$ cat src/sv/glq_pkg.sv
// Shared types, constants and helpers for the glyph quad layout block.
// No dependencies; imported by every module of the block.
package glq_pkg;

    localparam int POS_FRAC_BITS = 4;
    localparam int UV_FRAC_BITS  = 16;

    localparam logic [7:0] CHAR_NEWLINE  = 8'd10;
    localparam logic [7:0] CHAR_FIRST    = 8'd32;
    localparam logic [7:0] CHAR_LAST     = 8'd126;
    localparam logic [7:0] CHAR_FALLBACK = 8'd63;

    localparam int IDX_W = 7;   // printable range 32..126 -> 0..94
    localparam int CFG_W = 17;

    // register indexes of the configuration port
    localparam logic [2:0] CFG_ATLAS_COLUMNS = 3'd0;
    localparam logic [2:0] CFG_DELTA_U       = 3'd1;
    localparam logic [2:0] CFG_DELTA_V       = 3'd2;
    localparam logic [2:0] CFG_HALF_TEXEL_U  = 3'd3;
    localparam logic [2:0] CFG_HALF_TEXEL_V  = 3'd4;
    localparam logic [2:0] CFG_GLYPH_WIDTH   = 3'd5;
    localparam logic [2:0] CFG_GLYPH_HEIGHT  = 3'd6;
    localparam logic [2:0] CFG_ADVANCE_STEP  = 3'd7;

    typedef enum logic [1:0] {
        S_IDLE,
        S_DIV,
        S_UV,
        S_DONE
    } t_state;

    typedef struct packed {
        logic             start;
        logic [IDX_W-1:0] dividend;
        logic [7:0]       divisor;
    } t_div_req;

    typedef struct packed {
        logic             done;
        logic [IDX_W-1:0] quot;
        logic [7:0]       rem;
    } t_div_rsp;

    typedef struct packed {
        logic [7:0]  factor;
        logic [16:0] delta;
        logic [15:0] offset;
        logic        subtract;
    } t_uv_op;

    // signed 32 bit plus signed 18 bit, saturated to the 32 bit range
    function automatic logic signed [31:0] sat_add32(input logic signed [31:0] a,
                                                    input logic signed [17:0] b);
        logic signed [32:0] sum;
        sum = {a[31], a} + {{15{b[17]}}, b};
        if (sum[32] != sum[31]) begin
            sat_add32 = sum[32] ? 32'sh8000_0000 : 32'sh7FFF_FFFF;
        end else begin
            sat_add32 = sum[31:0];
        end
    endfunction

endpackage

$ cat src/sv/glyph_quad_layout_unit.sv
// Glyph quad layout: sequencer, pen state, configuration and output register.
// Depends on glq_pkg, glq_div and glq_uv.
//
//  channel   direction  handshake                    payload
//  input     in         i_in_valid / o_in_stall      i_char_code, i_start_of_text
//  result    out        o_out_valid / i_out_stall    o_x_left .. o_first_vertex
//  config    in         i_cfg_we                     i_cfg_index, i_cfg_data
//
// A newline is handled in the idle state and gives no result. Any other character
// runs through accept, the bit-serial divider, 4 passes through the shared texture
// multiply-add, hand-off and output load; the input stalls until it is done.
// The last step waits while the output register still holds an untaken result.
// Synchronous active-low reset clears pen and vertex count and restores the
// configuration defaults.
module glyph_quad_layout_unit
    import glq_pkg::*;
(
    input  logic               i_clk,
    input  logic               i_rst_n,
    input  logic               i_in_valid,
    output logic               o_in_stall,
    input  logic [7:0]         i_char_code,
    input  logic               i_start_of_text,
    output logic               o_out_valid,
    input  logic               i_out_stall,
    output logic signed [31:0] o_x_left,
    output logic signed [31:0] o_y_top,
    output logic signed [31:0] o_x_right,
    output logic signed [31:0] o_y_bottom,
    output logic [15:0]        o_u_left,
    output logic [15:0]        o_v_top,
    output logic [15:0]        o_u_right,
    output logic [15:0]        o_v_bottom,
    output logic [31:0]        o_first_vertex,
    input  logic               i_cfg_we,
    input  logic [2:0]         i_cfg_index,
    input  logic [CFG_W-1:0]   i_cfg_data
);

    // configuration
    logic [7:0]         r_atlas_columns;
    logic [16:0]        r_delta_u;
    logic [16:0]        r_delta_v;
    logic [15:0]        r_half_texel_u;
    logic [15:0]        r_half_texel_v;
    logic [12:0]        r_glyph_width;
    logic [12:0]        r_glyph_height;
    logic signed [16:0] r_advance_step;

    // state
    t_state             r_state;
    t_state             n_state;
    logic signed [31:0] r_pen_x;
    logic signed [31:0] r_pen_y;
    logic [31:0]        r_vcount;
    logic [1:0]         r_uv_sel;
    logic [15:0]        r_uv [4];

    // output register
    logic               r_out_valid;
    logic signed [31:0] r_x_left;
    logic signed [31:0] r_y_top;
    logic signed [31:0] r_x_right;
    logic signed [31:0] r_y_bottom;
    logic [15:0]        r_u_left;
    logic [15:0]        r_v_top;
    logic [15:0]        r_u_right;
    logic [15:0]        r_v_bottom;
    logic [31:0]        r_first_vertex;

    logic               in_accept;
    logic               out_free;
    logic               load_out;
    logic               is_newline;
    logic [7:0]         mapped;
    logic [IDX_W-1:0]   glyph_idx;
    logic signed [17:0] gw;
    logic signed [17:0] gh;
    logic signed [31:0] pen_y_base;
    t_div_req           div_req;
    t_div_rsp           div_rsp;
    t_uv_op             uv_op;
    logic [15:0]        uv_coord;
    logic [7:0]         col;
    logic [7:0]         row;

    assign in_accept  = i_in_valid && !o_in_stall;
    assign out_free   = !r_out_valid || !i_out_stall;
    assign is_newline = i_char_code == CHAR_NEWLINE;
    assign mapped     = (i_char_code < CHAR_FIRST || i_char_code > CHAR_LAST) ?
                        CHAR_FALLBACK : i_char_code;
    assign glyph_idx  = IDX_W'(mapped - CHAR_FIRST);
    assign gw         = $signed(18'({5'b0, r_glyph_width} << POS_FRAC_BITS));
    assign gh         = $signed(18'({5'b0, r_glyph_height} << POS_FRAC_BITS));
    assign pen_y_base = i_start_of_text ? 32'sd0 : r_pen_y;
    assign col        = div_rsp.rem;
    assign row        = {1'b0, div_rsp.quot};

    assign div_req.start    = in_accept && !is_newline;
    assign div_req.dividend = glyph_idx;
    assign div_req.divisor  = (r_atlas_columns == 8'd0) ? 8'd1 : r_atlas_columns;

    glq_div u_div (
        .i_clk   (i_clk),
        .i_rst_n (i_rst_n),
        .i_req   (div_req),
        .o_rsp   (div_rsp)
    );

    // pass order: u_left, v_top, u_right, v_bottom
    always_comb begin
        uv_op.subtract = r_uv_sel[1];
        uv_op.factor   = r_uv_sel[0] ? row : col;
        if (r_uv_sel[1]) begin
            uv_op.factor = 8'(uv_op.factor + 8'd1);
        end
        uv_op.delta  = r_uv_sel[0] ? r_delta_v : r_delta_u;
        uv_op.offset = r_uv_sel[0] ? r_half_texel_v : r_half_texel_u;
    end

    glq_uv u_uv (
        .i_op    (uv_op),
        .o_coord (uv_coord)
    );

    always_ff @(posedge i_clk) begin
        if (!i_rst_n) begin
            r_state <= S_IDLE;
        end else begin
            r_state <= n_state;
        end
    end

    always_comb begin
        n_state    = r_state;
        o_in_stall = 1'b1;
        load_out   = 1'b0;
        case (r_state)
            S_IDLE: begin
                o_in_stall = 1'b0;
                if (i_in_valid && !is_newline) begin
                    n_state = S_DIV;
                end
            end
            S_DIV: begin
                if (div_rsp.done) begin
                    n_state = S_UV;
                end
            end
            S_UV: begin
                if (r_uv_sel == 2'd3) begin
                    n_state = S_DONE;
                end
            end
            S_DONE: begin
                if (out_free) begin
                    load_out = 1'b1;
                    n_state  = S_IDLE;
                end
            end
            default: begin
                n_state = S_IDLE;
            end
        endcase
    end

    always_ff @(posedge i_clk) begin
        if (!i_rst_n) begin
            r_atlas_columns <= 8'd16;
            r_delta_u       <= 17'd4096;
            r_delta_v       <= 17'd4096;
            r_half_texel_u  <= 16'd128;
            r_half_texel_v  <= 16'd128;
            r_glyph_width   <= 13'd16;
            r_glyph_height  <= 13'd16;
            r_advance_step  <= 17'sd272;
        end else if (i_cfg_we) begin
            case (i_cfg_index)
                CFG_ATLAS_COLUMNS: r_atlas_columns <= i_cfg_data[7:0];
                CFG_DELTA_U:       r_delta_u       <= i_cfg_data;
                CFG_DELTA_V:       r_delta_v       <= i_cfg_data;
                CFG_HALF_TEXEL_U:  r_half_texel_u  <= i_cfg_data[15:0];
                CFG_HALF_TEXEL_V:  r_half_texel_v  <= i_cfg_data[15:0];
                CFG_GLYPH_WIDTH:   r_glyph_width   <= i_cfg_data[12:0];
                CFG_GLYPH_HEIGHT:  r_glyph_height  <= i_cfg_data[12:0];
                CFG_ADVANCE_STEP:  r_advance_step  <= $signed(i_cfg_data);
                default: ;
            endcase
        end
    end

    always_ff @(posedge i_clk) begin
        if (!i_rst_n) begin
            r_pen_x  <= '0;
            r_pen_y  <= '0;
            r_vcount <= '0;
            r_uv_sel <= '0;
        end else begin
            if (in_accept) begin
                if (is_newline) begin
                    r_pen_x <= '0;
                    r_pen_y <= sat_add32(pen_y_base, gh);
                    if (i_start_of_text) begin
                        r_vcount <= '0;
                    end
                end else if (i_start_of_text) begin
                    r_pen_x  <= '0;
                    r_pen_y  <= '0;
                    r_vcount <= '0;
                end
            end
            if (r_state == S_UV) begin
                r_uv_sel <= r_uv_sel + 2'd1;
            end
            if (load_out) begin
                r_vcount <= r_vcount + 32'd4;
                r_pen_x  <= sat_add32(r_pen_x, {r_advance_step[16], r_advance_step});
            end
        end
    end

    always_ff @(posedge i_clk) begin
        if (r_state == S_UV) begin
            r_uv[r_uv_sel] <= uv_coord;
        end
    end

    always_ff @(posedge i_clk) begin
        if (!i_rst_n) begin
            r_out_valid <= 1'b0;
        end else if (load_out) begin
            r_out_valid <= 1'b1;
        end else if (!i_out_stall) begin
            r_out_valid <= 1'b0;
        end
    end

    always_ff @(posedge i_clk) begin
        if (load_out) begin
            r_x_left       <= r_pen_x;
            r_y_top        <= r_pen_y;
            r_x_right      <= sat_add32(r_pen_x, gw);
            r_y_bottom     <= sat_add32(r_pen_y, gh);
            r_u_left       <= r_uv[0];
            r_v_top        <= r_uv[1];
            r_u_right      <= r_uv[2];
            r_v_bottom     <= r_uv[3];
            r_first_vertex <= r_vcount;
        end
    end

    assign o_out_valid    = r_out_valid;
    assign o_x_left       = r_x_left;
    assign o_y_top        = r_y_top;
    assign o_x_right      = r_x_right;
    assign o_y_bottom     = r_y_bottom;
    assign o_u_left       = r_u_left;
    assign o_v_top        = r_v_top;
    assign o_u_right      = r_u_right;
    assign o_v_bottom     = r_v_bottom;
    assign o_first_vertex = r_first_vertex;

`ifndef ASSERT_OFF
    // a newline never starts the sequencer
    a_newline_idle: assert property (@(posedge i_clk) disable iff (!i_rst_n)
        in_accept && is_newline |=> r_state == S_IDLE)
        else $error("newline left idle state");

    // each delivered quad steps the vertex number by four
    a_vcount_step: assert property (@(posedge i_clk) disable iff (!i_rst_n)
        load_out |=> r_vcount == $past(r_vcount) + 32'd4)
        else $error("vertex count did not step by four");

    // divider finishes only while the sequencer waits for it
    a_div_done_state: assert property (@(posedge i_clk) disable iff (!i_rst_n)
        div_rsp.done |-> r_state == S_DIV)
        else $error("divider done outside divide state");

    // each load makes the result valid with the vertex number that it had
    a_load_valid: assert property (@(posedge i_clk) disable iff (!i_rst_n)
        load_out |=> o_out_valid && o_first_vertex == $past(r_vcount))
        else $error("result register not loaded");
`endif

endmodule

$ cat src/sv/glq_div.sv
// Bit-serial restoring divider: glyph index by atlas column count.
// Depends on glq_pkg; one quotient bit per cycle.
module glq_div
    import glq_pkg::*;
(
    input  logic     i_clk,
    input  logic     i_rst_n,
    input  t_div_req i_req,
    output t_div_rsp o_rsp
);

    logic [IDX_W-1:0] r_dvd;
    logic [IDX_W-1:0] r_quot;
    logic [7:0]       r_rem;
    logic [7:0]       r_divisor;
    logic [2:0]       r_cnt;
    logic             r_busy;
    logic             r_done;

    logic [8:0] trial;
    logic       fits;

    assign trial = {r_rem, r_dvd[IDX_W-1]};
    assign fits  = trial >= {1'b0, r_divisor};

    always_ff @(posedge i_clk) begin
        if (!i_rst_n) begin
            r_busy <= 1'b0;
            r_done <= 1'b0;
            r_cnt  <= '0;
        end else begin
            r_done <= 1'b0;
            if (i_req.start) begin
                r_busy    <= 1'b1;
                r_cnt     <= 3'(IDX_W);
                r_dvd     <= i_req.dividend;
                r_divisor <= i_req.divisor;
                r_rem     <= '0;
                r_quot    <= '0;
            end else if (r_busy) begin
                r_dvd  <= {r_dvd[IDX_W-2:0], 1'b0};
                r_quot <= {r_quot[IDX_W-2:0], fits};
                r_rem  <= fits ? 8'(trial - {1'b0, r_divisor}) : trial[7:0];
                r_cnt  <= r_cnt - 3'd1;
                if (r_cnt == 3'd1) begin
                    r_busy <= 1'b0;
                    r_done <= 1'b1;
                end
            end
        end
    end

    assign o_rsp.done = r_done;
    assign o_rsp.quot = r_quot;
    assign o_rsp.rem  = r_rem;

endmodule

$ cat src/sv/glq_uv.sv
// Shared texture coordinate unit: factor times delta, plus or minus half texel,
// clamped to Q0.16. Depends on glq_pkg.
module glq_uv
    import glq_pkg::*;
(
    input  t_uv_op      i_op,
    output logic [15:0] o_coord
);

    logic [24:0]        prod;
    logic signed [25:0] sum;

    always_comb begin
        prod = 25'(i_op.factor) * 25'(i_op.delta);
        if (i_op.subtract) begin
            sum = $signed({1'b0, prod}) - $signed({10'b0, i_op.offset});
        end else begin
            sum = $signed({1'b0, prod}) + $signed({10'b0, i_op.offset});
        end
        if (sum[25]) begin
            o_coord = '0;
        end else if (sum[24:UV_FRAC_BITS] != '0) begin
            o_coord = '1;
        end else begin
            o_coord = sum[15:0];
        end
    end

endmodule

$ cat config.mk
export PLATFORM = sky130hd
export DESIGN_NAME = glyph_quad_layout_unit
export DESIGN_NICKNAME = d
export VERILOG_FILES = /design/src/sv/glq_pkg.sv /design/src/sv/glyph_quad_layout_unit.sv /design/src/sv/glq_div.sv /design/src/sv/glq_uv.sv
export SDC_FILE = /design/constraint.sdc
export NUM_CORES = 1
export LEC_CHECK = 0
export ABC_CLOCK_PERIOD_IN_PS = 10150
export CAP_MARGIN = 20
export CORE_MARGIN = 2
export CORE_UTILIZATION = 50
export CTS_CLUSTER_SIZE = 40
export DETAILED_ROUTE_END_ITERATION = 8
export DONT_BUFFER_PORTS = 1
export HOLD_SLACK_MARGIN = 0.02
export SLEW_MARGIN = 10
export SYNTH_ARGS = -nofsm -noshare
export SYNTH_HDL_FRONTEND = slang
export SYNTH_SLANG_ARGS = --single-unit
$ cat constraint.sdc
create_clock -name i_clk -period 10.15 [get_ports i_clk]
set_input_delay 0 -clock i_clk [delete_from_list [all_inputs] [get_ports i_clk]]
set_output_delay 0 -clock i_clk [all_outputs]
set_load 0.01 [all_outputs]
==> flow_results.xml, run 1 <==
<?xml version="1.0" encoding="UTF-8"?>
<metrics>
  <group name="global_route">
    <metric name="grt_first_pass_wirelength" unit="mm">124</metric>
    <metric name="grtUsageTotal" unit="">0.250</metric>
    <metric name="grt_antenna_before_repair" unit="">10</metric>
    <metric name="number_of_global_route_vias_before_repair" unit="">21973</metric>
    <metric name="grt-ovfl-total" unit="">0</metric>
    <metric name="grt_max_degree" unit="">83</metric>
  </group>
  <group name="detailed_routing">
    <metric name="antenna_violating_nets_post_route" unit="">0</metric>
    <metric name="via_count" unit="">22461</metric>
    <metric name="wl_per_cell" unit="µm">20.2</metric>
    <metric name="starting_drc_count_in_detailed_routing" unit="">1588</metric>
    <metric name="drt-vias-per-instance" unit="">5.72</metric>
    <metric name="drc" unit="">0</metric>
    <metric name="totalWireLength" unit="mm">79.5</metric>
    <metric name="detailedRoute.firstPassIterationCount" unit="">5</metric>
  </group>
  <group name="die">
    <metric name="ios" unit="">260</metric>
    <metric name="start_util" unit="">0.503</metric>
    <metric name="placementRows" unit="">90</metric>
    <metric name="dieHeight" unit="µm">250</metric>
    <metric name="die_width" unit="µm">250</metric>
    <metric name="die_area" unit="µm²">62400</metric>
    <metric name="area_of_the_core" unit="µm²">60000</metric>
  </group>
  <group name="min_path">
    <metric name="timing.hold.worst.class" unit="">in2reg</metric>
    <metric name="hold_depth" unit="">3</metric>
    <metric name="hold_path_startpoint" unit="">i_char_code[6]</metric>
    <metric name="whs_endpoint" unit="">u_div.r_dvd[5]</metric>
  </group>
  <group name="timing">
    <metric name="slew_violations" unit="">0</metric>
    <metric name="hold_ws" unit="ns">0.0149</metric>
    <metric name="max_clock_freq" unit="MHz">106</metric>
    <metric name="fin_setup_tns" unit="ns">0</metric>
    <metric name="fin_worst_skew" unit="ns">0.0229</metric>
    <metric name="transition_time_at_the_pin_with_the_least_slew_margin" unit="ns">1.13</metric>
    <metric name="share_of_the_clock_period_used_by_the_worst_path_after_layout" unit="">0.927</metric>
    <metric name="final.min_clock_period" unit="ns">9.41</metric>
    <metric name="normalized_max_slew_margin" unit="">0.241</metric>
    <metric name="rsz0062_at_grt" unit="">no</metric>
    <metric name="final_critical_path_setup_slack" unit="ns">0.736</metric>
    <metric name="hold_viol" unit="">0</metric>
    <metric name="final-setup-viol-count" unit="">0</metric>
  </group>
  <group name="placement">
    <metric name="hpwlAfterDp" unit="mm">57.6</metric>
    <metric name="post_place_worst_slack" unit="ns">0.456</metric>
    <metric name="port_buffers" unit="">0</metric>
    <metric name="gp_routability_congestion" unit="">0.910</metric>
    <metric name="place.detailed.instances" unit="">3763</metric>
  </group>
  <group name="clocking">
    <metric name="cts_tree" unit="">done</metric>
    <metric name="cts_htree_levels" unit="">2</metric>
    <metric name="cts_post_setup_buffers_inserted" unit="">0</metric>
    <metric name="tritoncts_num_sinks" unit="">537</metric>
    <metric name="cts-buffers-inserted" unit="">56</metric>
    <metric name="clk_pin_slew_worst_paths" unit="ns">0.06</metric>
    <metric name="insertion_delay" unit="ns">0.62</metric>
    <metric name="cts-root-to-sink-buffers" unit="">3</metric>
    <metric name="clockRootBuffer" unit="">sky130_fd_sc_hd__clkbuf_16</metric>
  </group>
  <group name="worst_setup_path">
    <metric name="ff2ff_setup_slack" unit="ns">0.74</metric>
    <metric name="worst_setup_path_end_kind" unit="">flip-flop</metric>
    <metric name="worst_ep_arrival_time" unit="ns">9.71</metric>
    <metric name="critPathMaxFanout" unit="">13</metric>
    <metric name="timing.setup.critical_path_class" unit="">reg2reg</metric>
    <metric name="slowest_stage" unit="">sky130_fd_sc_hd__xor2_1</metric>
    <metric name="worst-r2r-cell-count" unit="">34</metric>
    <metric name="critical_path_required" unit="ns">10.45</metric>
    <metric name="reg2reg_to" unit="">r_uv[1][2]</metric>
    <metric name="rr_startpoint" unit="">r_uv_sel[0]</metric>
    <metric name="timing.critical_path.slowest_cell_delay" unit="ns">0.62</metric>
    <metric name="critPathLaunchType" unit="">flip-flop</metric>
  </group>
  <group name="power_and_ir_drop">
    <metric name="power.density" unit="nW/µm²">198</metric>
    <metric name="cellLeakagePower" unit="µW">0.0130</metric>
    <metric name="vdd_ir_max" unit="µV">163</metric>
  </group>
  <group name="synth">
    <metric name="netlist_instances" unit="">3078</metric>
    <metric name="synth_enable_flop_cells" unit="">316</metric>
    <metric name="yosys_warnings" unit="">0</metric>
    <metric name="number_of_flip_flops_and_latches_in_the_synthesized_netlist" unit="">537</metric>
    <metric name="seq_area_frac_synth" unit="">0.461</metric>
    <metric name="synth_cell_types" unit="">96</metric>
    <metric name="syn_area" unit="µm²">30200</metric>
    <metric name="postSynth.topFlopCell" unit="">sky130_fd_sc_hd__edfxtp_1</metric>
    <metric name="mean_instance_size_in_the_synthesized_netlist" unit="µm²">9.81</metric>
    <metric name="synth-async-reset-ratio" unit="">0</metric>
  </group>
  <group name="layout">
    <metric name="layoutNonFillerInstCount" unit="">3929</metric>
    <metric name="syn2layout_area_growth" unit="%">10.5</metric>
    <metric name="share_of_layout_cells_above_drive_strength_1" unit="">0.0585</metric>
    <metric name="num-fill-cells" unit="">5276</metric>
    <metric name="post-route-util" unit="">0.556</metric>
    <metric name="number_of_nets_in_the_finished_design" unit="">3391</metric>
  </group>
  <group name="run_status">
    <metric name="run_status" unit="">complete, no violations</metric>
  </group>
  <group name="flow_run">
    <metric name="drv_cap" unit="">0</metric>
  </group>
</metrics>
## worst max-delay path, delay by kind of cell (launching register included)
kind	cells	cell delay, ns
adder cells (fa/ha/maj)	7	3.03
AND/OR/NAND/NOR	10	2.09
AO/OA/AOI/OAI	8	1.58
buffers and inverters	6	0.81
XOR/XNOR	2	0.76
flip-flops	1	0.44
multiplexers	1	0.39
## cells in the mapped netlist (7+ instances only)
| cell | number | area (µm²) |
|---|---|---|
| sky130_fd_sc_hd__and3_1 | 28 | 175 |
| sky130_fd_sc_hd__a21o_1 | 51 | 383 |
| sky130_fd_sc_hd__ha_1 | 163 | 2040 |
| sky130_fd_sc_hd__o22a_1 | 8 | 70.1 |
| sky130_fd_sc_hd__mux2_2 | 8 | 90.1 |
| sky130_fd_sc_hd__nor2_1 | 267 | 1000 |
| sky130_fd_sc_hd__or3_1 | 15 | 93.8 |
| sky130_fd_sc_hd__buf_1 | 9 | 33.8 |
| sky130_fd_sc_hd__dfxtp_1 | 221 | 4420 |
| sky130_fd_sc_hd__or2_2 | 20 | 125 |
| sky130_fd_sc_hd__o21a_1 | 35 | 263 |
| sky130_fd_sc_hd__xnor2_1 | 78 | 683 |
| sky130_fd_sc_hd__a311oi_1 | 7 | 61.3 |
| sky130_fd_sc_hd__o31ai_1 | 12 | 90.1 |
| sky130_fd_sc_hd__inv_1 | 186 | 698 |
| sky130_fd_sc_hd__a31oi_1 | 10 | 62.6 |
| sky130_fd_sc_hd__o211ai_1 | 18 | 135 |
| sky130_fd_sc_hd__o311ai_0 | 7 | 61.3 |
| sky130_fd_sc_hd__nand2b_1 | 55 | 344 |
| sky130_fd_sc_hd__fa_1 | 96 | 1920 |
| sky130_fd_sc_hd__xor2_1 | 69 | 604 |
| sky130_fd_sc_hd__a211oi_1 | 18 | 135 |
| sky130_fd_sc_hd__buf_2 | 15 | 75.1 |
| sky130_fd_sc_hd__nand3_1 | 71 | 355 |
| sky130_fd_sc_hd__a22o_1 | 9 | 78.8 |
| sky130_fd_sc_hd__o21bai_1 | 23 | 173 |
| sky130_fd_sc_hd__mux2i_1 | 46 | 460 |
| sky130_fd_sc_hd__nand4_1 | 29 | 181 |
| sky130_fd_sc_hd__a21oi_1 | 266 | 1330 |
| sky130_fd_sc_hd__nor4_1 | 8 | 50.1 |
| sky130_fd_sc_hd__edfxtp_1 | 316 | 9490 |
| sky130_fd_sc_hd__nor2b_1 | 42 | 263 |
| sky130_fd_sc_hd__clkbuf_1 | 90 | 338 |
| sky130_fd_sc_hd__nor3_1 | 43 | 215 |
| sky130_fd_sc_hd__o21ai_0 | 121 | 606 |
| sky130_fd_sc_hd__nand2_1 | 442 | 1660 |
| sky130_fd_sc_hd__and2_1 | 16 | 100 |
| sky130_fd_sc_hd__o21ai_1 | 19 | 95.1 |
## per-stage QoR
step	instance area, µm²	power [µW]
6_report	33400	6600
5_1_grt	33400	6960
4_1_cts	33300	6640
3_5_place_dp	30900	4570
3_3_place_gp	30900	4550
2_1_floorplan	30200	4110
## flip-flops by register name, indices dropped and copies added, names as in the netlist, 8 cells and up
signal and count:
o_x_right 32, r_advance_step 17, o_first_vertex 30, o_y_top 32, u_div.r_rem 8, u_div.r_divisor 8
r_glyph_width 13, o_y_bottom 32, o_x_left 32, o_u_left 16, r_pen_y 32, r_half_texel_u 16
o_u_right 16, o_v_bottom 16, o_v_top 16, r_delta_v 17, r_uv 64, r_atlas_columns 8
r_delta_u 17, r_pen_x 32, r_vcount 30, r_glyph_height 13, r_half_texel_v 16
## area by class of cell
cell class / instances / area (µm²) / area share
Timing Repair Buffer: 89 / 846 / 0.0253
Multi-Input combinational cell: 2225 / 15100 / 0.452
Sequential cell: 537 / 13900 / 0.417
Clock inverter: 33 / 308 / 0.00922
Inverter: 189 / 724 / 0.0217
Antenna cell: 3 / 7.51 / 0.000225
Clock buffer: 71 / 1510 / 0.0452
Tap cell: 782 / 978 / 0.0293
## per-layer routing
| layer | wire, µm | vias to the layer above | GRT usage |
|---|---|---|---|
| met5 | 53 | - | 0 |
| met4 | 1850 | 8 | 0.0657 |
| met2 | 36500 | 657 | 0.401 |
| met1 | 35900 | 10823 | 0.347 |
| met3 | 5230 | 124 | 0.0512 |
| li1 | - | 10849 | - |
## report_power, final
part	total [µW]	switching (µW)	internal, µW
clock	2020	858	1160
sequential	2690	142	2540
combinational	1900	1220	683
## how the worst max path moves through the flow
stage,from,end,slack [ns]
after floorplan,r_uv_sel[0],r_uv[0][2],1.13
after global placement,r_uv_sel[0],r_uv[3][2],0.50
after detailed placement,r_uv_sel[0],r_uv[3][2],0.46
after CTS,r_uv_sel[0],r_uv[1][2],0.41
after global routing,r_uv_sel[0],r_uv[1][2],0.07
final,r_uv_sel[0],r_uv[1][2],0.74
## cells in the final DEF, fill, tap and decap left out, types with 9 or more instances in the layout
| cell | Yosys | routed |
|---|---|---|
| sky130_fd_sc_hd__nand2_1 | 442 | 442 |
| sky130_fd_sc_hd__edfxtp_1 | 316 | 316 |
| sky130_fd_sc_hd__nor2_1 | 267 | 266 |
| sky130_fd_sc_hd__a21oi_1 | 266 | 265 |
| sky130_fd_sc_hd__dfxtp_1 | 221 | 220 |
| sky130_fd_sc_hd__inv_1 | 186 | 185 |
| sky130_fd_sc_hd__ha_1 | 163 | 163 |
| sky130_fd_sc_hd__o21ai_0 | 121 | 121 |
| sky130_fd_sc_hd__fa_1 | 96 | 96 |
| sky130_fd_sc_hd__xnor2_1 | 78 | 77 |
| sky130_fd_sc_hd__nand3_1 | 71 | 71 |
| sky130_fd_sc_hd__xor2_1 | 69 | 68 |
| sky130_fd_sc_hd__clkbuf_16 | 0 | 57 |
| sky130_fd_sc_hd__nand2b_1 | 55 | 55 |
| sky130_fd_sc_hd__dlygate4sd3_1 | 0 | 55 |
| sky130_fd_sc_hd__a21o_1 | 51 | 51 |
| sky130_fd_sc_hd__mux2i_1 | 46 | 46 |
| sky130_fd_sc_hd__nor2b_1 | 42 | 42 |
| sky130_fd_sc_hd__nor3_1 | 43 | 42 |
| sky130_fd_sc_hd__o21a_1 | 35 | 35 |
| sky130_fd_sc_hd__nand4_1 | 29 | 29 |
| sky130_fd_sc_hd__buf_4 | 6 | 29 |
| sky130_fd_sc_hd__and3_1 | 28 | 28 |
| sky130_fd_sc_hd__o21bai_1 | 23 | 23 |
| sky130_fd_sc_hd__or2_2 | 20 | 20 |
| sky130_fd_sc_hd__o21ai_1 | 19 | 19 |
| sky130_fd_sc_hd__o211ai_1 | 18 | 18 |
| sky130_fd_sc_hd__a211oi_1 | 18 | 18 |
| sky130_fd_sc_hd__and2_1 | 16 | 16 |
| sky130_fd_sc_hd__or3_1 | 15 | 15 |
| sky130_fd_sc_hd__o31ai_1 | 12 | 12 |
| sky130_fd_sc_hd__clkinv_1 | 2 | 11 |
| sky130_fd_sc_hd__clkbuf_1 | 90 | 11 |
| sky130_fd_sc_hd__a31oi_1 | 10 | 10 |
| sky130_fd_sc_hd__a22o_1 | 9 | 9 |
## kinds of logic (layout without fill, tap and decap cells)
group,count (synthesis),in the layout,synth area share
AOI/OAI and AO/OA,691,691,0.144
and+or+nand+nor,1072,1072,0.162
DFF,537,537,0.461
adders and majority gates,259,259,0.131
xor gates and xnor gates,147,147,0.0426
other,1,5,0.000124
buffers and inverters,317,382,0.0418
muxes,54,54,0.0182
## timing repair
| action | CTS | global route |
|---|---|---|
| gates resized for setup | 0 | 6 |
| endpoints found under the setup margin | 0 | 64 |
| endpoints found under the hold margin | 161 | 0 |
| hold buffers | 57 | 0 |
Note: power is estimated with default switching activity, not from simulation.
==> run 2, diff against run 1 <==
--- a/config.mk
+++ b/config.mk
@@ -9,6 +9,7 @@
 export CAP_MARGIN = 20
 export CORE_MARGIN = 2
 export CORE_UTILIZATION = 50
+export CTS_BUF_LIST = sky130_fd_sc_hd__clkbuf_4 sky130_fd_sc_hd__clkbuf_8
 export CTS_CLUSTER_SIZE = 40
 export DETAILED_ROUTE_END_ITERATION = 8
 export DONT_BUFFER_PORTS = 1
==> run 2 against run 1 <==
Clock-buffer cell count is 52 higher; flip-flop and latch count did not move; clock skew increased by 0.0044 ns; clock power hardly changed; first-iteration DRC count shrank 9.8%; via count increased by 1.4%; core utilization is 0.22 points higher; global-route usage rose by 0.29 points; sequential share of layout area down 0.16 points.
==> flow_results.xml, run 2 (synthesized netlist as in run 1, its figures left out) <==
<?xml version="1.0" encoding="UTF-8"?>
<metrics>
  <group name="run_status">
    <metric name="run_status" unit="">complete, no violations</metric>
  </group>
  <group name="timing">
    <metric name="transition_time_at_the_pin_with_the_least_slew_margin" unit="ns">1.17</metric>
    <metric name="normalized_max_slew_margin" unit="">0.217</metric>
    <metric name="fin_setup_tns" unit="ns">0</metric>
    <metric name="max_clock_freq" unit="MHz">107</metric>
    <metric name="final-setup-viol-count" unit="">0</metric>
    <metric name="final.min_clock_period" unit="ns">9.38</metric>
    <metric name="share_of_the_clock_period_used_by_the_worst_path_after_layout" unit="">0.924</metric>
    <metric name="slew_violations" unit="">0</metric>
    <metric name="rsz0062_at_grt" unit="">no</metric>
    <metric name="hold_viol" unit="">0</metric>
    <metric name="fin_worst_skew" unit="ns">0.0273</metric>
  </group>
  <group name="detailed_routing">
    <metric name="totalWireLength" unit="mm">80.3</metric>
    <metric name="via_count" unit="">22772</metric>
    <metric name="drc" unit="">0</metric>
    <metric name="drt-vias-per-instance" unit="">5.70</metric>
    <metric name="starting_drc_count_in_detailed_routing" unit="">1432</metric>
    <metric name="wl_per_cell" unit="µm">20.1</metric>
    <metric name="detailedRoute.firstPassIterationCount" unit="">5</metric>
    <metric name="antenna_violating_nets_post_route" unit="">0</metric>
  </group>
  <group name="worst_setup_path">
    <metric name="critPathLaunchType" unit="">flip-flop</metric>
    <metric name="slowest_stage" unit="">sky130_fd_sc_hd__xor2_1</metric>
    <metric name="critical_path_required" unit="ns">10.52</metric>
    <metric name="critPathMaxFanout" unit="">13</metric>
    <metric name="timing.critical_path.slowest_cell_delay" unit="ns">0.60</metric>
    <metric name="worst_setup_path_end_kind" unit="">flip-flop</metric>
    <metric name="timing.setup.critical_path_class" unit="">reg2reg</metric>
    <metric name="worst_ep_arrival_time" unit="ns">9.74</metric>
  </group>
  <group name="placement">
    <metric name="hpwlAfterDp" unit="mm">57.6</metric>
    <metric name="port_buffers" unit="">0</metric>
    <metric name="gp_routability_congestion" unit="">0.910</metric>
  </group>
  <group name="clocking">
    <metric name="tritoncts_num_sinks" unit="">537</metric>
    <metric name="cts_htree_levels" unit="">3</metric>
    <metric name="cts_tree" unit="">done</metric>
    <metric name="clk_pin_slew_worst_paths" unit="ns">0.07</metric>
    <metric name="cts-buffers-inserted" unit="">88</metric>
    <metric name="clockRootBuffer" unit="">sky130_fd_sc_hd__clkbuf_8</metric>
    <metric name="insertion_delay" unit="ns">0.67</metric>
    <metric name="cts-root-to-sink-buffers" unit="">3</metric>
  </group>
  <group name="layout">
    <metric name="most_common_library_cell_in_the_layout_ignoring_fill_and_taps" unit="">sky130_fd_sc_hd__nand2_1</metric>
    <metric name="num-fill-cells" unit="">5324</metric>
    <metric name="leading_cell_types_in_the_layout_fill_and_taps_excluded" unit="">442 x sky130_fd_sc_hd__nand2_1, 316 x sky130_fd_sc_hd__edfxtp_1, 266 x sky130_fd_sc_hd__nor2_1, 265 x sky130_fd_sc_hd__a21oi_1, 220 x sky130_fd_sc_hd__dfxtp_1</metric>
    <metric name="share_of_layout_cells_above_drive_strength_1" unit="">0.0788</metric>
    <metric name="multiInputGateArea" unit="µm²">15100</metric>
    <metric name="syn2layout_area_growth" unit="%">10.9</metric>
    <metric name="number_of_nets_in_the_finished_design" unit="">3427</metric>
    <metric name="regMostFlops" unit="">r_uv</metric>
    <metric name="seqCellArea" unit="µm²">13900</metric>
    <metric name="largest_reg_flops" unit="">64</metric>
  </group>
  <group name="power_and_ir_drop">
    <metric name="total_power" unit="µW">6600</metric>
    <metric name="switching_share" unit="">0.341</metric>
    <metric name="comb_power_share" unit="">0.288</metric>
    <metric name="intPower" unit="µW">4350</metric>
    <metric name="power.density" unit="nW/µm²">197</metric>
    <metric name="vdd_ir_max" unit="µV">132</metric>
    <metric name="p_clk_frac" unit="">0.305</metric>
    <metric name="switching_power" unit="µW">2250</metric>
    <metric name="cellLeakagePower" unit="µW">0.0131</metric>
    <metric name="seq_power_share" unit="">0.407</metric>
  </group>
  <group name="die">
    <metric name="placementRows" unit="">90</metric>
    <metric name="die_width" unit="µm">250</metric>
    <metric name="die_area" unit="µm²">62400</metric>
    <metric name="area_of_the_core" unit="µm²">60000</metric>
    <metric name="ios" unit="">260</metric>
    <metric name="dieHeight" unit="µm">250</metric>
    <metric name="start_util" unit="">0.503</metric>
  </group>
  <group name="global_route">
    <metric name="grt_first_pass_wirelength" unit="mm">125</metric>
    <metric name="number_of_global_route_vias_before_repair" unit="">22225</metric>
    <metric name="grt_max_degree" unit="">83</metric>
    <metric name="grt_antenna_before_repair" unit="">11</metric>
    <metric name="grtUsageTotal" unit="">0.253</metric>
    <metric name="grt-ovfl-total" unit="">0</metric>
  </group>
  <group name="min_path">
    <metric name="timing.hold.worst.class" unit="">in2reg</metric>
  </group>
  <group name="flow_run">
    <metric name="drv_cap" unit="">0</metric>
  </group>
</metrics>
## run 2: worst paths after layout
check | start | endpoint | slack, ns | cells past startpoint
setup reg to reg | r_uv_sel[0] | r_uv[2][2] | 0.77 | 34
hold / removal | i_cfg_index[0] | r_advance_step[9] | 0.07 | 3
hold reg to reg | r_uv[1][1] | o_v_top[1] | 0.41 | 0
setup / recovery | r_uv_sel[0] | r_uv[2][2] | 0.77 | 34
## run 2: worst max-delay path, delay by kind of cell, from the launching register on
kind / cells / cell delay [ns]
fa+ha+maj: 7 / 3.03
buf+inv: 6 / 0.80
compound gates: 8 / 1.57
mux: 1 / 0.39
flops: 1 / 0.44
simple gates: 10 / 2.09
xor+xnor: 2 / 0.74
## run 2: cell type report
cell class                 count  area share
antenna                        6    0.000448
clock buffer                 123      0.0459
clock inverter                42      0.0109
inverter                     189      0.0216
multi-input combinational   2225       0.450
sequential                   537       0.415
tap                          782      0.0292
timing repair buffer          93      0.0264
## run 2: power by group through the flow
stage / clock network, µW / logic, µW / registers (µW)
6_report: 2010 / 1900 / 2690
5_1_grt: 2150 / 2120 / 2700
4_1_cts: 2050 / 1900 / 2690
3_5_place_dp: 0 / 1840 / 2730
3_3_place_gp: 0 / 1820 / 2730
2_1_floorplan: 0 / 1400 / 2710
## run 2: stage by stage
stage | util | hold slack, ns | setup WS (ns) | instances | instance area, µm²
2_1_floorplan | - | 0.124 | 1.13 | 3079 | 30200
3_3_place_gp | 0.514 | 0.0873 | 0.500 | 3759 | 30900
3_5_place_dp | 0.515 | 0.0907 | 0.456 | 3763 | 30900
4_1_cts | 0.557 | 0.0246 | 0.411 | 3988 | 33400
5_1_grt | 0.558 | 0.0569 | 0.0788 | 3995 | 33500
6_report | 0.558 | 0.0726 | 0.774 | 3997 | 33500
## run 2: per-layer routing
layer | vias to the layer above | track usage | share of wire
li1 | 10946 | - | -
met1 | 11021 | 0.350 | 0.45
met2 | 672 | 0.404 | 0.46
met3 | 123 | 0.0574 | 0.068
met4 | 10 | 0.0647 | 0.020
met5 | - | 0 | 0.00070
## run 2: repair_timing
action / 4_1_cts / 5_1_grt
gates resized for setup: 0 / 6
hold endpoints to repair: 190 / 0
setup endpoints to repair: 0 / 64
hold buffers: 60 / 0
setup buffers: 0 / 0
